**config.mk**
```make
export PLATFORM = sky130hd
export DESIGN_NAME = gaze_validity_window_average_top
export DESIGN_NICKNAME = d
export VERILOG_FILES = /design/src/rtl/gvwa_pkg.sv /design/src/rtl/gvwa_ring_ram.sv /design/src/rtl/gvwa_div.sv /design/src/rtl/gaze_validity_window_average_top.sv
export SDC_FILE = /design/constraint.sdc
export NUM_CORES = 2
export LEC_CHECK = 0
export BUFFER_PORTS_ARGS = -buffer_cell sky130_fd_sc_hd__buf_2
export CORE_ASPECT_RATIO = 1.4
export CORE_MARGIN = 5
export CORE_UTILIZATION = 55
export DETAILED_ROUTE_END_ITERATION = 7
export PLACE_DENSITY = 0.71
export SLEW_MARGIN = 30
export SYNTH_ARGS = -nofsm -noshare
export SYNTH_HDL_FRONTEND = slang
export SYNTH_SLANG_ARGS = --single-unit
```
**constraint.sdc**
```tcl
create_clock -name aclk -period 7.7 [get_ports aclk]
set_input_delay 0.385 -clock aclk [delete_from_list [all_inputs] [get_ports aclk]]
set_output_delay 0.385 -clock aclk [all_outputs]
set_load 0.1 [all_outputs]
```
**src/rtl/gvwa_pkg.sv**
```systemverilog
`default_nettype none
package gvwa_pkg;

    // Configuration register indexes
    localparam logic [1:0] REG_WINDOW_LEN    = 2'd0;
    localparam logic [1:0] REG_SCREEN_WIDTH  = 2'd1;
    localparam logic [1:0] REG_SCREEN_HEIGHT = 2'd2;

    localparam int CFG_INDEX_BITS = 2;
    localparam int CFG_DATA_BITS  = 14;
    localparam int WINDOW_BITS    = 6;
    localparam int SCREEN_BITS    = 14;

    // Reset values of the configuration registers
    localparam logic [WINDOW_BITS-1:0] WINDOW_RESET = 6'd12;
    localparam logic [SCREEN_BITS-1:0] WIDTH_RESET  = 14'd1920;
    localparam logic [SCREEN_BITS-1:0] HEIGHT_RESET = 14'd1080;

    // Screen scaling: v * 65535 = (v << 16) - v
    localparam int SCALE_SHIFT = 16;
    localparam int SCALED_BITS = 32;
    localparam logic [SCALED_BITS-1:0] SCALED_MAX = 32'h7FFF_FFFF;
    localparam logic [SCALED_BITS-1:0] SCALED_MIN = 32'h8000_0000;

    // Divisor width of the shared divider (screen size, also holds the count)
    localparam int DIVISOR_BITS = 14;

    // Divider jobs
    typedef logic [1:0] div_op_t;
    localparam div_op_t OP_AVG_I = 2'd0;
    localparam div_op_t OP_AVG_J = 2'd1;
    localparam div_op_t OP_SCL_X = 2'd2;
    localparam div_op_t OP_SCL_Y = 2'd3;

endpackage
`default_nettype wire

```
**src/rtl/gvwa_ring_ram.sv**
```systemverilog
`default_nettype none
module gvwa_ring_ram #(
    parameter int DEPTH     = 60,
    parameter int WIDTH     = 33,
    parameter int ADDR_BITS = $clog2(DEPTH)
) (
    input  wire logic                 aclk,
    input  wire logic                 wr_en,
    input  wire logic [ADDR_BITS-1:0] wr_addr,
    input  wire logic [WIDTH-1:0]     wr_data,
    input  wire logic                 rd_en,
    input  wire logic [ADDR_BITS-1:0] rd_addr,
    output logic      [WIDTH-1:0]     rd_data
);

    logic [WIDTH-1:0] mem [DEPTH];

    // Write one sample
    always_ff @(posedge aclk) begin
        if (wr_en) begin
            mem[wr_addr] <= wr_data;
        end
    end

    // Registered read
    always_ff @(posedge aclk) begin
        if (rd_en) begin
            rd_data <= mem[rd_addr];
        end
    end

endmodule
`default_nettype wire

```
**src/rtl/gvwa_div.sv**
```systemverilog
`default_nettype none
module gvwa_div import gvwa_pkg::*; #(
    parameter int DIVIDEND_BITS = 32
) (
    input  wire logic                     aclk,
    input  wire logic                     aresetn,
    input  wire logic                     start,
    input  wire logic [DIVIDEND_BITS-1:0] dividend,
    input  wire logic [DIVISOR_BITS-1:0]  divisor,
    output logic                          busy,
    output logic                          done,
    output logic      [DIVIDEND_BITS-1:0] quotient
);

    localparam int STEP_W = $clog2(DIVIDEND_BITS + 1);

    logic                     busy_reg;
    logic                     done_reg;
    logic [STEP_W-1:0]        step_reg;
    logic [DIVIDEND_BITS-1:0] quo_reg;
    logic [DIVISOR_BITS-1:0]  rem_reg;
    logic [DIVISOR_BITS-1:0]  dvsr_reg;

    logic [DIVISOR_BITS:0]    rem_shift;
    logic [DIVISOR_BITS+1:0]  diff;
    logic                     fits;

    // One restoring step: shift in the next dividend bit, trial subtract
    assign rem_shift = {rem_reg, quo_reg[DIVIDEND_BITS-1]};
    assign diff      = {1'b0, rem_shift} - {2'b00, dvsr_reg};
    assign fits      = ~diff[DIVISOR_BITS+1];

    // Sequence control
    always_ff @(posedge aclk) begin
        if (!aresetn) begin
            busy_reg <= 1'b0;
            done_reg <= 1'b0;
            step_reg <= '0;
        end else begin
            done_reg <= 1'b0;
            if (start) begin
                busy_reg <= 1'b1;
                step_reg <= STEP_W'(DIVIDEND_BITS);
            end else if (busy_reg) begin
                step_reg <= step_reg - 1'b1;
                if (step_reg == STEP_W'(1)) begin
                    busy_reg <= 1'b0;
                    done_reg <= 1'b1;
                end
            end
        end
    end

    // Quotient and remainder datapath
    always_ff @(posedge aclk) begin
        if (start) begin
            quo_reg  <= dividend;
            rem_reg  <= '0;
            dvsr_reg <= divisor;
        end else if (busy_reg) begin
            quo_reg <= {quo_reg[DIVIDEND_BITS-2:0], fits};
            rem_reg <= fits ? diff[DIVISOR_BITS-1:0] : rem_shift[DIVISOR_BITS-1:0];
        end
    end

    assign busy     = busy_reg;
    assign done     = done_reg;
    assign quotient = quo_reg;

    a_done_after_busy: assert property (@(posedge aclk) disable iff (!aresetn)
        done_reg |-> $past(busy_reg) && !busy_reg)
        else $error("divider done without a running division");

endmodule
`default_nettype wire

```
**src/rtl/gaze_validity_window_average_top.sv**
```systemverilog
// Channel   | Handshake            | Payload
// ----------+----------------------+----------------------------------------------
// s_ input  | s_valid / s_ready    | s_eye_found, s_gaze_i, s_gaze_j
// m_ result | m_valid / m_ready    | m_smooth_i, m_smooth_j, m_scaled_x, m_scaled_y,
//           |                      | m_scaled_updated
// cfg write | cfg_valid / cfg_ready| cfg_index, cfg_data
//
// One request at a time. After accept, the ring walk reads one ring memory entry
// per window entry, then the divisions run on the shared serial divider: two
// when a found sample lies in the window, two more when the current sample is
// found. Last the result register is loaded.
// Reset clears the found-valid flags of all ring entries at once; no sweep.
// A new request is taken while the previous result still waits on m_ready.
`default_nettype none
module gaze_validity_window_average_top import gvwa_pkg::*; #(
    parameter int RING_DEPTH = 60,
    parameter int COORD_BITS = 16
) (
    input  wire logic                          aclk,
    input  wire logic                          aresetn,
    input  wire logic                          cfg_valid,
    output logic                               cfg_ready,
    input  wire logic [CFG_INDEX_BITS-1:0]     cfg_index,
    input  wire logic [CFG_DATA_BITS-1:0]      cfg_data,
    input  wire logic                          s_valid,
    output logic                               s_ready,
    input  wire logic                          s_eye_found,
    input  wire logic signed [COORD_BITS-1:0]  s_gaze_i,
    input  wire logic signed [COORD_BITS-1:0]  s_gaze_j,
    output logic                               m_valid,
    input  wire logic                          m_ready,
    output logic signed [COORD_BITS-1:0]       m_smooth_i,
    output logic signed [COORD_BITS-1:0]       m_smooth_j,
    output logic signed [SCALED_BITS-1:0]      m_scaled_x,
    output logic signed [SCALED_BITS-1:0]      m_scaled_y,
    output logic                               m_scaled_updated
);

    localparam int AW      = $clog2(RING_DEPTH);
    localparam int CNT_W   = $clog2(RING_DEPTH + 1);
    localparam int CMP_W   = (CNT_W > WINDOW_BITS) ? CNT_W : WINDOW_BITS;
    localparam int SUM_W   = COORD_BITS + CNT_W;
    localparam int PROD_W  = COORD_BITS + SCALE_SHIFT;
    localparam int ENTRY_W = 2 * COORD_BITS + 1;

    localparam logic [2:0] ST_IDLE     = 3'd0;
    localparam logic [2:0] ST_WALK     = 3'd1;
    localparam logic [2:0] ST_DRAIN    = 3'd2;
    localparam logic [2:0] ST_DECIDE   = 3'd3;
    localparam logic [2:0] ST_DIV_GO   = 3'd4;
    localparam logic [2:0] ST_DIV_WAIT = 3'd5;
    localparam logic [2:0] ST_OUT      = 3'd6;

    logic [2:0]                    state_reg;
    logic [WINDOW_BITS-1:0]        window_len_reg;
    logic [SCREEN_BITS-1:0]        screen_width_reg;
    logic [SCREEN_BITS-1:0]        screen_height_reg;
    logic [AW-1:0]                 slot_reg;
    logic [RING_DEPTH-1:0]         seen_reg;
    logic                          found_reg;
    logic [CNT_W-1:0]              win_reg;
    logic [CNT_W-1:0]              left_reg;
    logic [AW-1:0]                 walk_ptr_reg;
    logic                          rd_vld_reg;
    logic                          rd_ok_reg;
    logic signed [SUM_W-1:0]       sum_i_reg;
    logic signed [SUM_W-1:0]       sum_j_reg;
    logic [CNT_W-1:0]              count_reg;
    div_op_t                       op_reg;
    logic                          neg_reg;
    logic signed [COORD_BITS-1:0]  held_smooth_i_reg;
    logic signed [COORD_BITS-1:0]  held_smooth_j_reg;
    logic signed [SCALED_BITS-1:0] held_scaled_x_reg;
    logic signed [SCALED_BITS-1:0] held_scaled_y_reg;
    logic                          m_valid_reg;
    logic signed [COORD_BITS-1:0]  m_smooth_i_reg;
    logic signed [COORD_BITS-1:0]  m_smooth_j_reg;
    logic signed [SCALED_BITS-1:0] m_scaled_x_reg;
    logic signed [SCALED_BITS-1:0] m_scaled_y_reg;
    logic                          m_scaled_updated_reg;

    logic                          s_accept;
    logic                          out_load;
    logic [AW-1:0]                 slot_next;
    logic [CMP_W-1:0]              wl_ext;
    logic [CNT_W-1:0]              win_clamped;
    logic [ENTRY_W-1:0]            rd_data;
    logic                          rd_found;
    logic signed [COORD_BITS-1:0]  rd_i;
    logic signed [COORD_BITS-1:0]  rd_j;
    logic                          take_entry;

    logic signed [SUM_W-1:0]       sum_sel;
    logic                          sum_neg;
    logic [SUM_W-1:0]              sum_mag;
    logic signed [COORD_BITS-1:0]  coord_sel;
    logic                          coord_neg;
    logic [COORD_BITS-1:0]         coord_mag;
    logic [PROD_W-1:0]             prod;
    logic [SCREEN_BITS-1:0]        size_sel;
    logic                          is_avg;
    logic                          op_neg;
    logic [PROD_W-1:0]             div_dividend;
    logic [DIVISOR_BITS-1:0]       div_divisor;
    logic                          div_start;
    logic                          div_busy;
    logic                          div_done;
    logic [PROD_W-1:0]             div_quotient;
    logic [COORD_BITS-1:0]         avg_mag;
    logic signed [COORD_BITS-1:0]  avg_result;
    logic [63:0]                   q_wide;
    logic signed [SCALED_BITS-1:0] scl_result;

    assign cfg_ready = 1'b1;
    assign s_ready   = (state_reg == ST_IDLE);
    assign s_accept  = s_valid && s_ready;
    assign out_load  = (state_reg == ST_OUT) && (!m_valid_reg || m_ready);

    // Advance the write slot, wrapping at the ring depth
    assign slot_next = (slot_reg == AW'(RING_DEPTH - 1)) ? '0 : slot_reg + 1'b1;

    // Clamp the window to one through ring depth
    assign wl_ext = CMP_W'(window_len_reg);
    always_comb begin
        if (window_len_reg == '0) begin
            win_clamped = CNT_W'(1);
        end else if (wl_ext > CMP_W'(RING_DEPTH)) begin
            win_clamped = CNT_W'(RING_DEPTH);
        end else begin
            win_clamped = CNT_W'(wl_ext);
        end
    end

    gvwa_ring_ram #(
        .DEPTH (RING_DEPTH),
        .WIDTH (ENTRY_W)
    ) u_ring (
        .aclk    (aclk),
        .wr_en   (s_accept),
        .wr_addr (slot_next),
        .wr_data ({s_eye_found, s_gaze_i, s_gaze_j}),
        .rd_en   (state_reg == ST_WALK),
        .rd_addr (walk_ptr_reg),
        .rd_data (rd_data)
    );

    assign rd_found   = rd_data[ENTRY_W-1];
    assign rd_i       = rd_data[2*COORD_BITS-1:COORD_BITS];
    assign rd_j       = rd_data[COORD_BITS-1:0];
    assign take_entry = rd_vld_reg && rd_ok_reg && rd_found;

    // Select divider operands for the current job
    assign is_avg  = (op_reg == OP_AVG_I) || (op_reg == OP_AVG_J);
    assign sum_sel = (op_reg == OP_AVG_I) ? sum_i_reg : sum_j_reg;
    assign sum_neg = sum_sel[SUM_W-1];
    assign sum_mag = sum_neg ? -sum_sel : sum_sel;

    assign coord_sel = (op_reg == OP_SCL_X) ? held_smooth_i_reg : held_smooth_j_reg;
    assign coord_neg = coord_sel[COORD_BITS-1];
    assign coord_mag = coord_neg ? -coord_sel : coord_sel;
    assign prod      = (PROD_W'(coord_mag) << SCALE_SHIFT) - PROD_W'(coord_mag);
    assign size_sel  = (op_reg == OP_SCL_X) ? screen_width_reg : screen_height_reg;

    always_comb begin
        if (is_avg) begin
            op_neg       = sum_neg;
            div_dividend = PROD_W'(sum_mag);
            div_divisor  = DIVISOR_BITS'(count_reg);
        end else begin
            op_neg       = coord_neg;
            div_dividend = prod;
            div_divisor  = (size_sel == '0) ? DIVISOR_BITS'(1) : size_sel;
        end
    end

    assign div_start = (state_reg == ST_DIV_GO);

    gvwa_div #(
        .DIVIDEND_BITS (PROD_W)
    ) u_div (
        .aclk     (aclk),
        .aresetn  (aresetn),
        .start    (div_start),
        .dividend (div_dividend),
        .divisor  (div_divisor),
        .busy     (div_busy),
        .done     (div_done),
        .quotient (div_quotient)
    );

    // Restore the sign, truncated toward zero
    assign avg_mag    = COORD_BITS'(div_quotient);
    assign avg_result = neg_reg ? -avg_mag : avg_mag;

    // Saturate the scaled value to the signed 32-bit range
    assign q_wide = 64'(div_quotient);
    always_comb begin
        if (neg_reg) begin
            scl_result = (q_wide > 64'h0000_0000_8000_0000) ? SCALED_MIN
                                                            : SCALED_BITS'(64'd0 - q_wide);
        end else begin
            scl_result = (q_wide > 64'h0000_0000_7FFF_FFFF) ? SCALED_MAX
                                                            : SCALED_BITS'(q_wide);
        end
    end

    // Configuration registers
    always_ff @(posedge aclk) begin
        if (!aresetn) begin
            window_len_reg    <= WINDOW_RESET;
            screen_width_reg  <= WIDTH_RESET;
            screen_height_reg <= HEIGHT_RESET;
        end else if (cfg_valid && cfg_ready) begin
            unique case (cfg_index)
                REG_WINDOW_LEN:    window_len_reg    <= WINDOW_BITS'(cfg_data);
                REG_SCREEN_WIDTH:  screen_width_reg  <= cfg_data;
                REG_SCREEN_HEIGHT: screen_height_reg <= cfg_data;
                default: ;
            endcase
        end
    end

    // Sequencer: store, walk the window, divide, publish
    always_ff @(posedge aclk) begin
        if (!aresetn) begin
            state_reg         <= ST_IDLE;
            slot_reg          <= '0;
            seen_reg          <= '0;
            rd_vld_reg        <= 1'b0;
            held_smooth_i_reg <= '0;
            held_smooth_j_reg <= '0;
            held_scaled_x_reg <= '0;
            held_scaled_y_reg <= '0;
        end else begin
            rd_vld_reg <= (state_reg == ST_WALK);
            unique case (state_reg)
                ST_IDLE: begin
                    if (s_accept) begin
                        slot_reg            <= slot_next;
                        seen_reg[slot_next] <= 1'b1;
                        state_reg           <= ST_WALK;
                    end
                end
                ST_WALK: begin
                    if (left_reg == CNT_W'(1)) begin
                        state_reg <= ST_DRAIN;
                    end
                end
                ST_DRAIN: begin
                    state_reg <= ST_DECIDE;
                end
                ST_DECIDE: begin
                    if (count_reg != '0 || found_reg) begin
                        state_reg <= ST_DIV_GO;
                    end else begin
                        state_reg <= ST_OUT;
                    end
                end
                ST_DIV_GO: begin
                    state_reg <= ST_DIV_WAIT;
                end
                ST_DIV_WAIT: begin
                    if (div_done) begin
                        case (op_reg)
                            OP_AVG_I: begin
                                held_smooth_i_reg <= avg_result;
                                state_reg         <= ST_DIV_GO;
                            end
                            OP_AVG_J: begin
                                held_smooth_j_reg <= avg_result;
                                state_reg         <= found_reg ? ST_DIV_GO : ST_OUT;
                            end
                            OP_SCL_X: begin
                                held_scaled_x_reg <= scl_result;
                                state_reg         <= ST_DIV_GO;
                            end
                            default: begin
                                held_scaled_y_reg <= scl_result;
                                state_reg         <= ST_OUT;
                            end
                        endcase
                    end
                end
                ST_OUT: begin
                    if (out_load) begin
                        state_reg <= ST_IDLE;
                    end
                end
                default: state_reg <= ST_IDLE;
            endcase
        end
    end

    // Walk pointer, sums and divider job
    always_ff @(posedge aclk) begin
        if (s_accept) begin
            found_reg    <= s_eye_found;
            win_reg      <= win_clamped;
            left_reg     <= win_clamped;
            walk_ptr_reg <= slot_next;
            sum_i_reg    <= '0;
            sum_j_reg    <= '0;
            count_reg    <= '0;
        end else begin
            if (state_reg == ST_WALK) begin
                left_reg     <= left_reg - 1'b1;
                walk_ptr_reg <= (walk_ptr_reg == '0) ? AW'(RING_DEPTH - 1)
                                                     : walk_ptr_reg - 1'b1;
            end
            if (take_entry) begin
                sum_i_reg <= sum_i_reg + SUM_W'(rd_i);
                sum_j_reg <= sum_j_reg + SUM_W'(rd_j);
                count_reg <= count_reg + 1'b1;
            end
        end
        rd_ok_reg <= seen_reg[walk_ptr_reg];
        if (state_reg == ST_DECIDE) begin
            op_reg <= (count_reg != '0) ? OP_AVG_I : OP_SCL_X;
        end else if (state_reg == ST_DIV_WAIT && div_done) begin
            op_reg <= (op_reg == OP_AVG_J) ? OP_SCL_X : op_reg + 1'b1;
        end
        if (div_start) begin
            neg_reg <= op_neg;
        end
    end

    // Result register
    always_ff @(posedge aclk) begin
        if (!aresetn) begin
            m_valid_reg <= 1'b0;
        end else if (out_load) begin
            m_valid_reg <= 1'b1;
        end else if (m_ready) begin
            m_valid_reg <= 1'b0;
        end
    end

    always_ff @(posedge aclk) begin
        if (out_load) begin
            m_smooth_i_reg       <= held_smooth_i_reg;
            m_smooth_j_reg       <= held_smooth_j_reg;
            m_scaled_x_reg       <= held_scaled_x_reg;
            m_scaled_y_reg       <= held_scaled_y_reg;
            m_scaled_updated_reg <= found_reg;
        end
    end

    assign m_valid          = m_valid_reg;
    assign m_smooth_i       = m_smooth_i_reg;
    assign m_smooth_j       = m_smooth_j_reg;
    assign m_scaled_x       = m_scaled_x_reg;
    assign m_scaled_y       = m_scaled_y_reg;
    assign m_scaled_updated = m_scaled_updated_reg;

    a_accept_leaves_idle: assert property (@(posedge aclk) disable iff (!aresetn)
        s_valid && s_ready |=> !s_ready)
        else $error("second request taken before the first finished");

    a_count_in_window: assert property (@(posedge aclk) disable iff (!aresetn)
        state_reg == ST_DECIDE |-> count_reg <= win_reg)
        else $error("found count exceeds the window");

    a_div_start_free: assert property (@(posedge aclk) disable iff (!aresetn)
        div_start |-> !div_busy)
        else $error("divider started while busy");

    a_result_from_out: assert property (@(posedge aclk) disable iff (!aresetn)
        $rose(m_valid_reg) |-> $past(state_reg) == ST_OUT)
        else $error("result raised outside the publish step");

endmodule
`default_nettype wire

```
==> metrics.md <==
| Metric | Value |
|---|---|
| CTS tree | `done` |
| Vias | `around 52,000` |
| Lkg Pwr | `between 0.03 and 0.04 uW` |
| Synth unique cells | `79` |
| Crit start category | `register` |
| Most used cell, CP | `a21oi_1` |
| Detail Route Antenna Nets | `0` |
| I/O pin count | `roughly 150` |
| MaxCap Viol Count | `0` |
| Final WL | `242,200 um` |
| Drt drc | `0` |
| Area grow syn2layout | `11.98%` |
| Pre-Repair DR Iteration Count | `6` |
| CTS root buffer | `clkbuf_16` |
| CP Capture Type | `register` |
| Starting Density | `~55%` |
| Crit-path max FO | `39` |
| Crit-path cells | `inv_1 > ha_2 > nor4b_1 > o221ai_1 > nor3_1 > mux2_2 > a21oi_1 > nand4_1 > nand2_1 > xor2_1 > a21oi_1` |
| Cell Rows | `between 150 and 200` |
| Count of final max-slew check failures | `0` |
| Post-CTS setup buffer count | `0` |
| Area leader, netlist | `edfxtp_1` |
| Overall Global Routing Usage | `between 20% and 30%` |
| Syn Inst Count | `between 5,000 and 6,000` |
| Mean Syn Cell Area | `approximately 18 um^2` |
| H-tree depth | `4` |
| Critical path buffer and inverter count | `1` |
| WHS | `62.25 ps` |
| Max reg flops | `approximately 2,000` |
| Final worst slack | `approximately 2900 ps` |
| Syn Nets | `5,605` |
| CP required | `~8300 ps` |
| Core region area | `177,500 um^2` |
| Die Wd | `about 370 um` |
| CTS max path bufs | `3` |
| Slowest-stage cell, CP | `ha_2` |
| Initial antenna violation count | `2` |
| GPL Wtd Cong | `around 0.9` |
| Count leader, synth | `edfxtp_1` |
| Die area | `around 190,000 um^2` |
| Final Hold Viols | `0` |
| Layout cells sized above 1 | `22.06%` |
| Status | `finished clean` |
| Slew @ Worst Pin | `between 1000 and 1500 ps` |
| Crit-path leading delay family | `simple AND/OR/NAND/NOR gates` |
| Syn. warnings | `0` |
| Worst skew pair latency | `roughly 850 ps` |
| Worst path arrival time | `~5400 ps` |
| Hold Path Class | `in2reg` |
| Vias in the first global route | `roughly 53,000` |
| Synth Flop Type | `edfxtp_1` |
| # setup viols final | `0` |
| HPWL Detailed | `136,300 um` |
| Power Dens Cells | `between 300 and 400 nW/um^2` |
| DR WL/cell | `29.64 um` |
| Setup CP Type | `reg2reg` |
| Starting DRC count in detailed routing | `between 5,000 and 6,000` |
| Seq cells post-synth | `~2,400` |
| Synth Cell Area | `around 98,000 um^2` |
| Max Fclk | `between 200 and 250 MHz` |
| Num CTS Buffers | `between 200 and 250` |
| Worst-path clk slew | `70 ps` |
| Post-synthesis sequential area ratio | `72.05%` |
| Vias/cell | `between 6 and 7` |
| Die height | `509.8 um` |
| Clk_skew | `~28 ps` |
| CP max stage delay | `between 700 and 800 ps` |
| Maximum vdd drop | `0.3569 mV` |
| Pin count of the biggest net entering global routing | `116` |
| EDFF count, synth | `between 2,000 and 2,500` |
| Ys async rst share | `0%` |
| Synth area leaders | `edfxtp_1, mux4_2, dfxtp_1` |
| Unrepaired setup endpoints after global routing | `false` |
| First-pass GRT wire length | `about 360,000 um` |
| Total grt overflow | `0` |
| Commonest cells in the netlist | `edfxtp_1, mux4_2, nand2_1, dfxtp_1, a21oi_1` |
| Hold Buf Count CTS | `17` |
| Share of the synthesized area in the top cell type | `between 60% and 70%` |
| Min cycle time layout | `roughly 4800 ps` |
| Setup TNS | `0 ps` |
| Pre-CTS worst setup slack | `around 3000 ps` |
| Clock sinks | `between 2,000 and 2,500` |
| Layout net count | `between 5,000 and 6,000` |
| I/O Buffers | `around 150` |
| Post-CTS Resized | `0` |
| Fin crit share | `roughly 63%` |
| Worst rel slew slack | `between 20 and 30%` |
placed cells by master (no fill, tap or decap), types with 42 or more instances in the layout:
cell	netlist	routed
dfxtp_1	274	274
clkbuf_1	229	42
edfxtp_1	2172	2172
inv_1	53	53
nor2_1	236	173
nor2_4	0	62
xnor2_1	63	63
xor2_1	50	50
buf_4	1	134
o21ai_0	210	209
nand2_1	335	335
a21oi_1	241	241
nor3_1	58	57
mux4_2	576	576
o21a_1	75	75
buf_2	20	122
ha_1	73	71
mux2i_1	162	162
clkbuf_16	0	217
nand3_1	47	46
nor2b_1	52	52
a211oi_1	53	52
per-layer routing:
metal,global-route usage [%],up-vias,part of all wire (%)
met3,3.927,403,6.8
met1,32.92,27260,37
met2,45.61,2236,52
li1,-,22360,-
met4,9.816,2,4.1
met5,0,-,0.0054
cells by family (layout without fill, tap and decap cells):
kind of cell	count (synthesis)	after routing	share of synthesized area, %
simple gates	905	905	4.290
flops	2446	2446	72.05
mux	749	749	15.00
buf+inv	365	747	1.441
fa+ha+maj	76	76	0.9919
xor+xnor	113	113	1.008
other cells	1	4	0.003821
compound gates	820	820	5.221
stage by stage:
step | total power (uW) | cell area, um^2 | util [%] | std cells
after CTS | 36790 | 109800 | 61.86 | 8166
after global placement | 25470 | 102100 | 57.55 | 7746
after global routing | 38020 | 109900 | 61.93 | 8170
after floorplan | 22590 | 98140 | - | 5475
final | 36540 | 109900 | 61.93 | 8172
after detailed placement | 25590 | 102100 | 57.56 | 7746
area by class of cell:
type | count | area, um^2
clock inverters | 135 | 1750
flip-flops and latches | 2446 | 70710
clock buffers | 268 | 5712
well taps | 2312 | 2893
inverters | 54 | 202.7
repair buffers | 290 | 2095
multi-input cells | 2664 | 26530
diodes | 3 | 7.507
fillers | 12230 | 67560
where the power goes:
| part | leakage [uW] | switching (uW) | total [uW] | internal [uW] |
|---|---|---|---|---|
| clock | 0.00360 | 4810 | 11200 | 6440 |
| sequential | 0.0217 | 430 | 15400 | 15000 |
| combinational | 0.0104 | 5540 | 9890 | 4350 |
path summary, 6_finish.rpt:
kind / start / endpoint / slack [ps] / cells past startpoint
min reg2reg: held_scaled_y_reg[15] / m_scaled_y[15] / 420 / 0
max: op_reg[0] / u_div.quotient[19] / 2880 / 11
min: s_gaze_i[5] / u_ring.mem[9][21] / 60 / 1
max reg2reg: op_reg[0] / u_div.quotient[19] / 2880 / 11
Note: power is estimated with default switching activity, not from simulation.
